$ cat config.mk
export PLATFORM = sky130hd
export DESIGN_NAME = retry_backoff_policy_top
export DESIGN_NICKNAME = d
export VERILOG_FILES = /design/src/design/rbp_pkg.sv /design/src/design/rbp_cfg.sv /design/src/design/rbp_delay.sv /design/src/design/rbp_policy.sv /design/src/design/retry_backoff_policy_top.sv
export SDC_FILE = /design/constraint.sdc
export NUM_CORES = 1
export LEC_CHECK = 0
export BUFFER_PORTS_ARGS = -buffer_cell sky130_fd_sc_hd__buf_2
export CORE_MARGIN = 8
export CORE_UTILIZATION = 40
export CTS_CLUSTER_SIZE = 12
export DETAILED_ROUTE_END_ITERATION = 8
export PLACE_DENSITY = 0.68
export SYNTH_ARGS = -nofsm -noshare
export SYNTH_HDL_FRONTEND = slang
export SYNTH_SLANG_ARGS = --single-unit
export TNS_END_PERCENT = 50
$ cat constraint.sdc
create_clock -name clk -period 12.45 [get_ports clk]
set_clock_uncertainty 0.15 [all_clocks]
set_input_delay 0.6225 -clock clk [delete_from_list [all_inputs] [get_ports clk]]
set_output_delay 0.6225 -clock clk [all_outputs]
set_load 0.03 [all_outputs]
$ cat src/design/rbp_pkg.sv
// Shared types and constants for the retry backoff policy block.
package rbp_pkg;

  // Register map: byte address bits [4:2] select the register
  localparam int unsigned AddrWidth = 5;
  localparam logic [2:0] REG_MAX_RETRIES     = 3'd0;
  localparam logic [2:0] REG_FALLBACK_ENABLE = 3'd1;
  localparam logic [2:0] REG_BASE_DELAY      = 3'd2;
  localparam logic [2:0] REG_MAX_DELAY       = 3'd3;
  localparam logic [2:0] REG_BACKOFF_MODE    = 3'd4;

  // Reset values of the registers
  localparam logic [7:0]  RST_MAX_RETRIES     = 8'd3;
  localparam logic        RST_FALLBACK_ENABLE = 1'b1;
  localparam logic [15:0] RST_BASE_DELAY      = 16'd1000;
  localparam logic [23:0] RST_MAX_DELAY       = 24'd30000;
  localparam logic [1:0]  RST_BACKOFF_MODE    = 2'd0;

  // Backoff modes; the unused code behaves as fixed
  localparam logic [1:0] MODE_EXP    = 2'd0;
  localparam logic [1:0] MODE_LINEAR = 2'd1;
  localparam logic [1:0] MODE_FIXED  = 2'd2;

  // Error types that matter to the policy
  localparam logic [2:0] ERR_TIMEOUT      = 3'd1;
  localparam logic [2:0] ERR_RATE_LIMITED = 3'd2;
  localparam logic [2:0] ERR_API          = 3'd3;
  localparam logic [2:0] ERR_UNKNOWN      = 3'd7;

  // Policy thresholds
  localparam logic [9:0]  API_RETRY_STATUS = 10'd500;
  localparam logic [15:0] STREAK_LIMIT     = 16'd3;
  localparam logic [7:0]  ATTEMPT_LIMIT    = 8'd10;
  localparam logic [7:0]  EXP_SHIFT_LIMIT  = 8'd24;

  typedef enum logic [1:0] {
    ACT_NOW      = 2'd0,
    ACT_LATER    = 2'd1,
    ACT_FALLBACK = 2'd2,
    ACT_FAIL     = 2'd3
  } action_t;

  typedef struct packed {
    logic [7:0]  max_retries;
    logic        fallback_enable;
    logic [15:0] base_delay;
    logic [23:0] max_delay;
    logic [1:0]  backoff_mode;
  } cfg_t;

  typedef struct packed {
    logic [2:0] error_type;
    logic [9:0] status_code;
    logic       unknown_retry;
    logic [7:0] attempt;
  } item_t;

  typedef struct packed {
    action_t action;
    logic    degraded;
  } decision_t;

endpackage

$ cat src/design/rbp_cfg.sv
// Configuration register file with an APB-style access port.
module rbp_cfg (
  input  logic                           clk,
  input  logic                           rst,
  input  logic                           psel,
  input  logic                           penable,
  input  logic                           pwrite,
  input  logic [rbp_pkg::AddrWidth-1:0]  paddr,
  input  logic [31:0]                    pwdata,
  output logic [31:0]                    prdata,
  output logic                           pready,
  output rbp_pkg::cfg_t                  cfg
);

  logic       wr_en;
  logic [2:0] reg_sel;

  assign pready  = 1'b1;
  assign wr_en   = psel & penable & pwrite;
  assign reg_sel = paddr[rbp_pkg::AddrWidth-1:2];

  // Write registers on the access cycle
  always_ff @(posedge clk) begin
    if (rst) begin
      cfg.max_retries     <= rbp_pkg::RST_MAX_RETRIES;
      cfg.fallback_enable <= rbp_pkg::RST_FALLBACK_ENABLE;
      cfg.base_delay      <= rbp_pkg::RST_BASE_DELAY;
      cfg.max_delay       <= rbp_pkg::RST_MAX_DELAY;
      cfg.backoff_mode    <= rbp_pkg::RST_BACKOFF_MODE;
    end else if (wr_en) begin
      unique case (reg_sel)
        rbp_pkg::REG_MAX_RETRIES:     cfg.max_retries     <= pwdata[7:0];
        rbp_pkg::REG_FALLBACK_ENABLE: cfg.fallback_enable <= pwdata[0];
        rbp_pkg::REG_BASE_DELAY:      cfg.base_delay      <= pwdata[15:0];
        rbp_pkg::REG_MAX_DELAY:       cfg.max_delay       <= pwdata[23:0];
        rbp_pkg::REG_BACKOFF_MODE:    cfg.backoff_mode    <= pwdata[1:0];
        default: ;
      endcase
    end
  end

  // Read back the selected register
  always_comb begin
    unique case (reg_sel)
      rbp_pkg::REG_MAX_RETRIES:     prdata = {24'd0, cfg.max_retries};
      rbp_pkg::REG_FALLBACK_ENABLE: prdata = {31'd0, cfg.fallback_enable};
      rbp_pkg::REG_BASE_DELAY:      prdata = {16'd0, cfg.base_delay};
      rbp_pkg::REG_MAX_DELAY:       prdata = {8'd0, cfg.max_delay};
      rbp_pkg::REG_BACKOFF_MODE:    prdata = {30'd0, cfg.backoff_mode};
      default:                      prdata = 32'd0;
    endcase
  end

endmodule

$ cat src/design/rbp_delay.sv
// Retry delay: exponential, linear or fixed, capped at max_delay and floored at 1.
module rbp_delay (
  input  rbp_pkg::cfg_t cfg,
  input  logic [7:0]    attempt,
  output logic [23:0]   delay
);

  logic [38:0] exp_shift;
  logic        exp_over;
  logic [24:0] lin_prod;
  logic [23:0] raw;
  logic        raw_over;
  logic [23:0] capped;

  // Exponential term; a zero base never saturates
  assign exp_shift = {23'd0, cfg.base_delay} << attempt[4:0];
  assign exp_over  = (cfg.base_delay != 16'd0) &&
                     ((attempt >= rbp_pkg::EXP_SHIFT_LIMIT) || (exp_shift[38:24] != 15'd0));

  // Linear term: base times (attempt + 1)
  assign lin_prod = 25'(cfg.base_delay) * 25'({1'b0, attempt} + 9'd1);

  // Select the mode; anything that does not fit in 24 bits saturates to the cap
  always_comb begin
    unique case (cfg.backoff_mode)
      rbp_pkg::MODE_EXP: begin
        raw      = exp_shift[23:0];
        raw_over = exp_over;
      end
      rbp_pkg::MODE_LINEAR: begin
        raw      = lin_prod[23:0];
        raw_over = lin_prod[24];
      end
      default: begin
        raw      = {8'd0, cfg.base_delay};
        raw_over = 1'b0;
      end
    endcase
  end

  // Cap, then floor
  assign capped = (raw_over || (raw > cfg.max_delay)) ? cfg.max_delay : raw;
  assign delay  = (capped == 24'd0) ? 24'd1 : capped;

endmodule

$ cat src/design/rbp_policy.sv
// Error classification, saturating error counters and action choice.
module rbp_policy (
  input  logic                 clk,
  input  logic                 rst,
  input  logic                 advance,
  input  rbp_pkg::item_t       item,
  input  rbp_pkg::cfg_t        cfg,
  output rbp_pkg::decision_t   decision
);

  logic [31:0] total_count;
  logic [31:0] total_count_next;
  logic [31:0] retryable_count;
  logic [31:0] retryable_count_next;
  logic [15:0] streak_count;
  logic [15:0] streak_count_next;
  logic        degraded_flag;
  logic        degraded_flag_next;
  logic        retryable;
  logic        share_high;
  logic        degrade_hit;

  // Classify the error
  always_comb begin
    unique case (item.error_type)
      rbp_pkg::ERR_API:     retryable = (item.status_code >= rbp_pkg::API_RETRY_STATUS);
      rbp_pkg::ERR_UNKNOWN: retryable = item.unknown_retry;
      default:              retryable = 1'b1;
    endcase
  end

  // Saturating counter updates
  assign total_count_next = (total_count == '1) ? total_count : total_count + 32'd1;
  assign retryable_count_next =
      (retryable && (retryable_count != '1)) ? retryable_count + 32'd1 : retryable_count;
  always_comb begin
    if (!retryable) begin
      streak_count_next = 16'd0;
    end else if (streak_count == '1) begin
      streak_count_next = streak_count;
    end else begin
      streak_count_next = streak_count + 16'd1;
    end
  end

  // Retryable share above one half, with at least ten attempts made
  assign share_high = ({retryable_count_next, 1'b0} > {1'b0, total_count_next}) &&
                      (item.attempt >= rbp_pkg::ATTEMPT_LIMIT);
  assign degrade_hit = (streak_count_next >= rbp_pkg::STREAK_LIMIT) || share_high;

  // Choose the action; the first matching rule wins
  always_comb begin
    degraded_flag_next = degraded_flag;
    priority if (!retryable) begin
      decision.action = rbp_pkg::ACT_FAIL;
    end else if (item.attempt >= cfg.max_retries) begin
      decision.action = cfg.fallback_enable ? rbp_pkg::ACT_FALLBACK : rbp_pkg::ACT_FAIL;
    end else if (degrade_hit) begin
      degraded_flag_next = 1'b1;
      decision.action    = rbp_pkg::ACT_FALLBACK;
    end else if ((item.error_type == rbp_pkg::ERR_TIMEOUT) ||
                 (item.error_type == rbp_pkg::ERR_RATE_LIMITED)) begin
      decision.action = rbp_pkg::ACT_LATER;
    end else begin
      decision.action = rbp_pkg::ACT_NOW;
    end
    decision.degraded = degraded_flag_next;
  end

  // Commit state when the item moves to the result register
  always_ff @(posedge clk) begin
    if (rst) begin
      total_count     <= 32'd0;
      retryable_count <= 32'd0;
      streak_count    <= 16'd0;
      degraded_flag   <= 1'b0;
    end else if (advance) begin
      total_count     <= total_count_next;
      retryable_count <= retryable_count_next;
      streak_count    <= streak_count_next;
      degraded_flag   <= degraded_flag_next;
    end
  end

endmodule

$ cat src/design/retry_backoff_policy_top.sv
// Top level of the retry backoff policy block: input register, policy, result register.
//
//   channel  | direction | handshake            | payload
//   ---------+-----------+----------------------+-------------------------------------------
//   in       | input     | in_valid / in_stall  | error_type, status_code, unknown_retry,
//            |           |                      | attempt
//   out      | output    | out_valid / out_stall| action, retry_delay, degraded
//   cfg      | input     | psel/penable/pready  | paddr, pwdata, prdata
//
// One error per clock when out is not stalled; a result passes from its transfer in
// through the input register, then the result register, with the policy and delay logic
// between them. Counter state commits as an item moves into the result register.
// rst is synchronous and clears the counters, the degraded flag, the config registers and
// both valid bits. A stalled result holds; the input register keeps taking an item
// until it is full too.
module retry_backoff_policy_top (
  input  logic                           clk,
  input  logic                           rst,
  input  logic                           in_valid,
  output logic                           in_stall,
  input  logic [2:0]                     error_type,
  input  logic [9:0]                     status_code,
  input  logic                           unknown_retry,
  input  logic [7:0]                     attempt,
  output logic                           out_valid,
  input  logic                           out_stall,
  output logic [1:0]                     action,
  output logic [23:0]                    retry_delay,
  output logic                           degraded,
  input  logic                           psel,
  input  logic                           penable,
  input  logic                           pwrite,
  input  logic [rbp_pkg::AddrWidth-1:0]  paddr,
  input  logic [31:0]                    pwdata,
  output logic [31:0]                    prdata,
  output logic                           pready
);

  rbp_pkg::cfg_t      cfg;
  rbp_pkg::item_t     s1_item;
  logic               s1_valid;
  rbp_pkg::decision_t decision;
  logic [23:0]        delay;
  logic               out_free;
  logic               advance;
  logic               s1_load;

  // Handshake control
  assign out_free = !out_valid || !out_stall;
  assign advance  = s1_valid && out_free;
  assign in_stall = s1_valid && !out_free;
  assign s1_load  = in_valid && !in_stall;

  rbp_cfg u_cfg (
    .clk     (clk),
    .rst     (rst),
    .psel    (psel),
    .penable (penable),
    .pwrite  (pwrite),
    .paddr   (paddr),
    .pwdata  (pwdata),
    .prdata  (prdata),
    .pready  (pready),
    .cfg     (cfg)
  );

  // Input register
  always_ff @(posedge clk) begin
    if (rst) begin
      s1_valid <= 1'b0;
    end else if (s1_load) begin
      s1_valid <= 1'b1;
    end else if (advance) begin
      s1_valid <= 1'b0;
    end
  end

  always_ff @(posedge clk) begin
    if (s1_load) begin
      s1_item.error_type    <= error_type;
      s1_item.status_code   <= status_code;
      s1_item.unknown_retry <= unknown_retry;
      s1_item.attempt       <= attempt;
    end
  end

  rbp_policy u_policy (
    .clk      (clk),
    .rst      (rst),
    .advance  (advance),
    .item     (s1_item),
    .cfg      (cfg),
    .decision (decision)
  );

  rbp_delay u_delay (
    .cfg     (cfg),
    .attempt (s1_item.attempt),
    .delay   (delay)
  );

  // Result register
  always_ff @(posedge clk) begin
    if (rst) begin
      out_valid <= 1'b0;
    end else if (out_free) begin
      out_valid <= s1_valid;
    end
  end

  always_ff @(posedge clk) begin
    if (advance) begin
      action      <= decision.action;
      retry_delay <= delay;
      degraded    <= decision.degraded;
    end
  end

endmodule

# Yosys cells after proc, flatten, opt, wreduce, memory -nomap -nowiden
# Index checks and enable logic that the tools add are counted.
# Widths: inputs -> output; s select.
[word_totals] register_bits=183 input_bits=66 output_inout_bits=62 elab_cells=89
[op_classes] add_sub_neg=4 multipliers=1 n_lt_le_gt_ge=7 n_eq_ne=12 shifts=1 mux=18 bitwise=2 n_reduce_logical=26
[op_table] op="$pmux 24 s5" count=1
[op_table] op="$add 32x1->32 const B" count=2
[op_table] op="$mux 32" count=2
[op_table] op="$pmux 24 s2" count=1
[op_table] op="$shl 16x5->39" count=1
[op_table] op="$gt 33x32->1" count=1
[op_table] op="$eq 32x32->1 const B" count=1
[op_table] op="$mux 16" count=2
[op_table] op="$ne 32x32->1 const B" count=1
[op_table] op="$mul 16x25->25" count=1
[op_table] op="$gt 24x24->1" count=1
[op_table] op="$logic_not 24->1" count=1
[op_table] op="$mux 24" count=1
[op_table] op="$add 16x1->16 const B" count=1
[op_table] op="$eq 16x16->1 const B" count=1
[op_table] op="$ge 16x2->1 const B" count=1
[op_table] op="$reduce_bool 16->1" count=1
[op_table] op="$reduce_bool 15->1" count=1
[op_table] op="$eq 3x2->1 const B" count=4
[op_table] op="$ge 10x9->1 const B" count=1
[op_table] op="$reduce_and 2->1" count=5
[op_table] op="$add 8x1->9 const B" count=1
[op_table] op="$ge 8x4->1 const B" count=1
[op_table] op="$ge 8x5->1 const B" count=1
[op_table] op="14 further kinds" count=37

# Longest topological paths before layout
[logic_depth] word_depth=10 ltp_mapped=39 ltp_nobuf=33

# By module
# Synthesis repeated with hierarchy kept, for this count alone.
[unflattened] cells_unflattened=2157 area_unflattened_um2=17958.5
[modules_own_cells] module="rbp_delay" instances=1 cells_each=1029 area_each_um2=7743.7
[modules_own_cells] module="rbp_policy" instances=1 cells_each=774 area_each_um2=6023.3
[modules_own_cells] module="rbp_cfg" instances=1 cells_each=295 area_each_um2=2633.8
[modules_own_cells] module="retry_backoff_policy_top" instances=1 cells_each=59 area_each_um2=1557.7

# Least setup slack after synthesis
# Ideal clock, no wire load.
[synth_path] path_kind="reg-to-reg" startpoint="register s1_item[2] (netlist name)" endpoint="register retry_delay[1], data pin" setup_ns=0.267 arrival_time_ns=8.336 path_slack_ns=3.698 stages_incl_launch_ff=38 path_buffers=8 period_less_slack_ns=8.752 path_cell_list="edfxtp_1 > clkbuf_1 > buf_2 > buf_2 > buf_1 > nand2_1 > nor2_1 > and3_1 > clkbuf_1 > and2_1 > fa_1 > fa_1 > fa_1 > inv_1 > fa_1 > inv_1 > ha_1 > clkbuf_1 > [... 2 more ...] > o21ai_0 > o31ai_1 > a31oi_1 > o21a_1 > xor2_1 > a211oi_1 > ha_1 > nand3_1 > nor2_1 > a211o_1 > a21oi_1 > o221ai_1 > a21oi_1 > a21oi_1 > a211oi_1 > clkbuf_1 > clkbuf_1 > o21ai_0"
[synth_between] elab_chain_len=8 elab_cells_between_ends=13 cone_classes="add/sub: 1; mul: 1; order compare: 2; shift: 1; mux: 3; reduce/logical: 5"
[synth_rtl] element="parallel branches: the longest is 6 deep, another holds $mul 16x25->25"
[synth_rtl] element="$mux 24 *" line="rbp_delay.sv:42" text="assign capped = (raw_over || (raw > cfg.max_delay)) ? cfg.max_delay : raw;"
[synth_rtl] element="$logic_not 24->1" line="rbp_delay.sv:43" text="assign delay = (capped == 24'd0) ? 24'd1 : capped;"
[synth_rtl] element="to (signal assigned)" line="retry_backoff_policy_top.sv:114" text="retry_delay <= delay;"
[synth_rtl] element="to (decl)" line="retry_backoff_policy_top.sv:28" text="output logic [23:0] retry_delay,"
# Mark *: on every way between the ends.
# A chain may end at the register's enable or synchronous reset.

# Final worst setup path
[layout_path] startpoint="register s1_item[0] (netlist name)" endpoint="register retry_delay[0], data pin"
[layout_between] elab_chain_len=8 elab_cells_between_ends=13 cone_classes="add/sub: 1; mul: 1; order compare: 2; shift: 1; mux: 3; reduce/logical: 5"
[layout_rtl] element="parallel branches: the longest is 6 deep, another holds $mul 16x25->25"
[layout_rtl] element="$mux 24 *" line="rbp_delay.sv:42"
[layout_rtl] element="$logic_not 24->1" line="rbp_delay.sv:43"
# Marks and branches as above.

==> impl_metrics.json <==
{
  "routed_wirelength_um": 48910,
  "crit_required_ns": 12.54,
  "multi_input_area_um2": 11510,
  "power.density_nw_per_um2": 100.6,
  "worst-path-buf-inv": 5,
  "fin_area_um2": 18320,
  "die_area_um2": 48740,
  "startpoint": "s1_item[0]",
  "die_w_um": 220.8,
  "grt-busiest-layer": "met2",
  "ant_nets": 0,
  "vdd_ir_drop_max_uv": 100.7,
  "ctsHoldBuffers": 0,
  "dp_hpwl_um": 37140,
  "ys_dominant_reg_cell": "dfxtp_1",
  "nets": 2397,
  "syn_inst": 2081,
  "use_met3_pct": 3.185,
  "clk_pin_slew_worst_paths_ns": 0.07,
  "vias_per_cell": 5.588,
  "p_leak_nw": 7.716,
  "yosys.area.top_type": "dfxtp_1",
  "final-instance-count-excl-fill": 2674,
  "cts_max_level": 4,
  "firstDrtPassIters": 7,
  "cts-buffers-inserted": 17,
  "place_congestion": 0.9889,
  "ioPinCount": 128,
  "grt_pass1_wl_um": 77660,
  "slew_viol_final": 0,
  "setup_viol": 0,
  "placed_area_um2": 17750,
  "hold_path_class": "primary input to flip-flop",
  "relSlewSlack_pct": 17.00,
  "area_growth_pct": 9.213,
  "cts_sinks": 181,
  "clkLatencyLatePin_ns": 0.46,
  "fillerInstances": 4194,
  "syn_area_per_cell_um2": 8.060,
  "period_share_pct": 80.62,
  "regToRegSetupSlack_ns": 2.41,
  "status": "completed",
  "cpPeakStageDelay_ns": 0.85,
  "cts_max_path_buffers": 2,
  "place_inst": 2639,
  "path_delay_family": "compound AO/OA/AOI/OAI gates",
  "reg2reg_depth": 33,
  "regArea_um2": 4094,
  "synth_edf_count": 47,
  "grt-ovfl-total": 0,
  "grt_pass1_vias": 14770,
  "placementRows": 75,
  "tightestPinTransition_ns": 1.235,
  "slowest_stage": "a211oi_4",
  "path_class": "flip-flop to flip-flop",
  "use_met1_pct": 25.02,
  "fmax_mhz": 99.63,
  "track_usage_pct": 20.12,
  "cts_root_buf": "clkbuf_16",
  "endpoint_kind": "flip-flop",
  "syn_area_um2": 16770,
  "grt_max_degree": 98,
  "setup-tns-final_ns": 0,
  "synth-seq-area-share_pct": 24.41,
  "antenna_found_initial": 3,
  "start_kind": "flip-flop",
  "synth-seq-cells": 181,
  "worstSetupPathDepth": 33,
  "hold_violations": 0,
  "crit_end": "retry_delay[0]",
  "cap_viol_max_count": 0,
  "ctsResizeCount": 0,
  "start_util_pct": 40.26,
  "vias": 14940,
  "layout-drive-gt1-share_pct": 9.568,
  "synth_warnings": 0,
  "synth_area_leaders": "dfxtp_1 (16%), fa_1 (12%), ha_1 (8.4%), edfxtp_1 (8.4%), nand2_1 (5.6%)",
  "r2r_start": "s1_item[0]",
  "grt_use_met2_pct": 34.44,
  "period_needed_ns": 10.04,
  "die-height_um": 220.8,
  "synth_top_area_share_pct": 15.99,
  "cts_tree": "yes",
  "crit_fanout": 38,
  "avgRoutedWirePerCell_um": 18.29,
  "portBuffers": 106,
  "crit_arrival_ns": 10.12,
  "drtIter0Drc": 1067,
  "r2r-end": "retry_delay[0]",
  "synth-async-reset-ratio_pct": 0,
  "core-area_um2": 41670,
  "rsz0062_at_grt": "false",
  "drc_errors": 0,
  "synth_cell_types": 79,
  "cts_setup_buffers": 0
}
[per-layer routing]
| layer | wire [um] | share of wire (%) |
|---|---|---|
| met5 | 0 | 0 |
| met4 | 1636 | 3.3 |
| met2 | 23760 | 49 |
| met1 | 20580 | 42 |
| met3 | 2936 | 6.0 |
[synth_stat cells, types with 24 or more instances]
cell type,count
clkbuf_1,102
nand4_1,34
fa_1,99
a21oi_1,115
and2_1,56
inv_1,183
o21ai_0,82
a21o_1,26
xnor2_1,62
nand2_1,251
edfxtp_1,47
xor2_1,75
nor2b_1,41
nor3_1,49
nor2_1,198
mux2i_1,40
dfxtp_1,134
nor4_1,24
ha_1,113
nand3_1,61
nand2b_1,38
[report_power, final]
group	internal, mW	total [mW]	switching, mW
Sequential	0.614	0.623	0.00878
Combinational	0.253	0.686	0.433
Clock	0.271	0.534	0.263
Total	1.14	1.84	0.705
[sequential cells by signal, indices dropped and copies added (netlist names)]
register / count
u_policy.total_count: 32
s1_valid: 1
u_policy.retryable_count: 32
retry_delay: 24
u_policy.degraded_flag: 1
degraded: 1
out_valid: 1
u_cfg.cfg: 51
s1_item: 20
action: 2
u_policy.streak_count: 16
[cell usage in the layout, fill, tap and decap left out, types with 48 or more instances in the layout]
master   instances
nand2_1        251
nor2_1         197
inv_1          183
dfxtp_1        134
a21oi_1        115
ha_1           113
buf_2          105
fa_1            99
o21ai_0         82
xor2_1          75
xnor2_1         62
nand3_1         61
and2_1          56
nor3_1          48
[cell type report]
type	instances	area share [%]
clock inverters	14	0.6831
flip-flops and latches	181	22.35
repair buffers	138	4.221
clock buffers	18	2.398
diodes	3	0.04098
inverters	185	3.791
multi-input cells	1596	62.83
well taps	539	3.682
[through the flow]
stage | util [%] | worst slack (ns) | total power [mW] | hold WS (ns)
finish | 43.96 | 2.413 | 1.843 | 0.1946
global route | 43.95 | 1.657 | 1.968 | 0.1688
global placement | 42.59 | 2.574 | 1.311 | 0.3077
detailed placement | 42.59 | 2.442 | 1.316 | 0.3149
floorplan | - | 3.698 | 1.137 | 0.2985
CTS | 43.95 | 2.394 | 1.855 | 0.1634
[how the worst min path moves through the flow]
stage / endpoint / slack, ns / startpoint / cells after the start
final: s1_item[19] / 0.19 / error_type[0] / 1
after global placement: u_policy.degraded_flag / 0.31 / u_policy.degraded_flag / 2
after detailed placement: u_policy.degraded_flag / 0.31 / u_policy.degraded_flag / 2
after CTS: s1_item[19] / 0.16 / error_type[0] / 1
after global routing: s1_item[19] / 0.17 / error_type[0] / 1
after floorplan: u_policy.degraded_flag / 0.30 / u_policy.degraded_flag / 2
[worst reg2reg max path: cells and delay by family (launching register included)]
family / cells / cell delay [ns]
adder cells (fa/ha/maj): 7 / 3.13
buffers and inverters: 5 / 0.71
AND/OR/NAND/NOR: 6 / 1.23
XOR/XNOR: 1 / 0.18
flip-flops: 1 / 0.33
AO/OA/AOI/OAI: 14 / 4.08
[logic make-up after synthesis]
kind of cell / Yosys count / synth area share, %
buffers and inverters: 311 / 7.303
adders and majority gates: 212 / 20.25
xor gates and xnor gates: 137 / 7.154
AOI/OAI and AO/OA: 355 / 13.19
muxes: 54 / 3.931
DFF: 181 / 24.41
and+or+nand+nor: 829 / 23.72
other: 2 / 0.04478
Power figures use the tool's default switching activity.
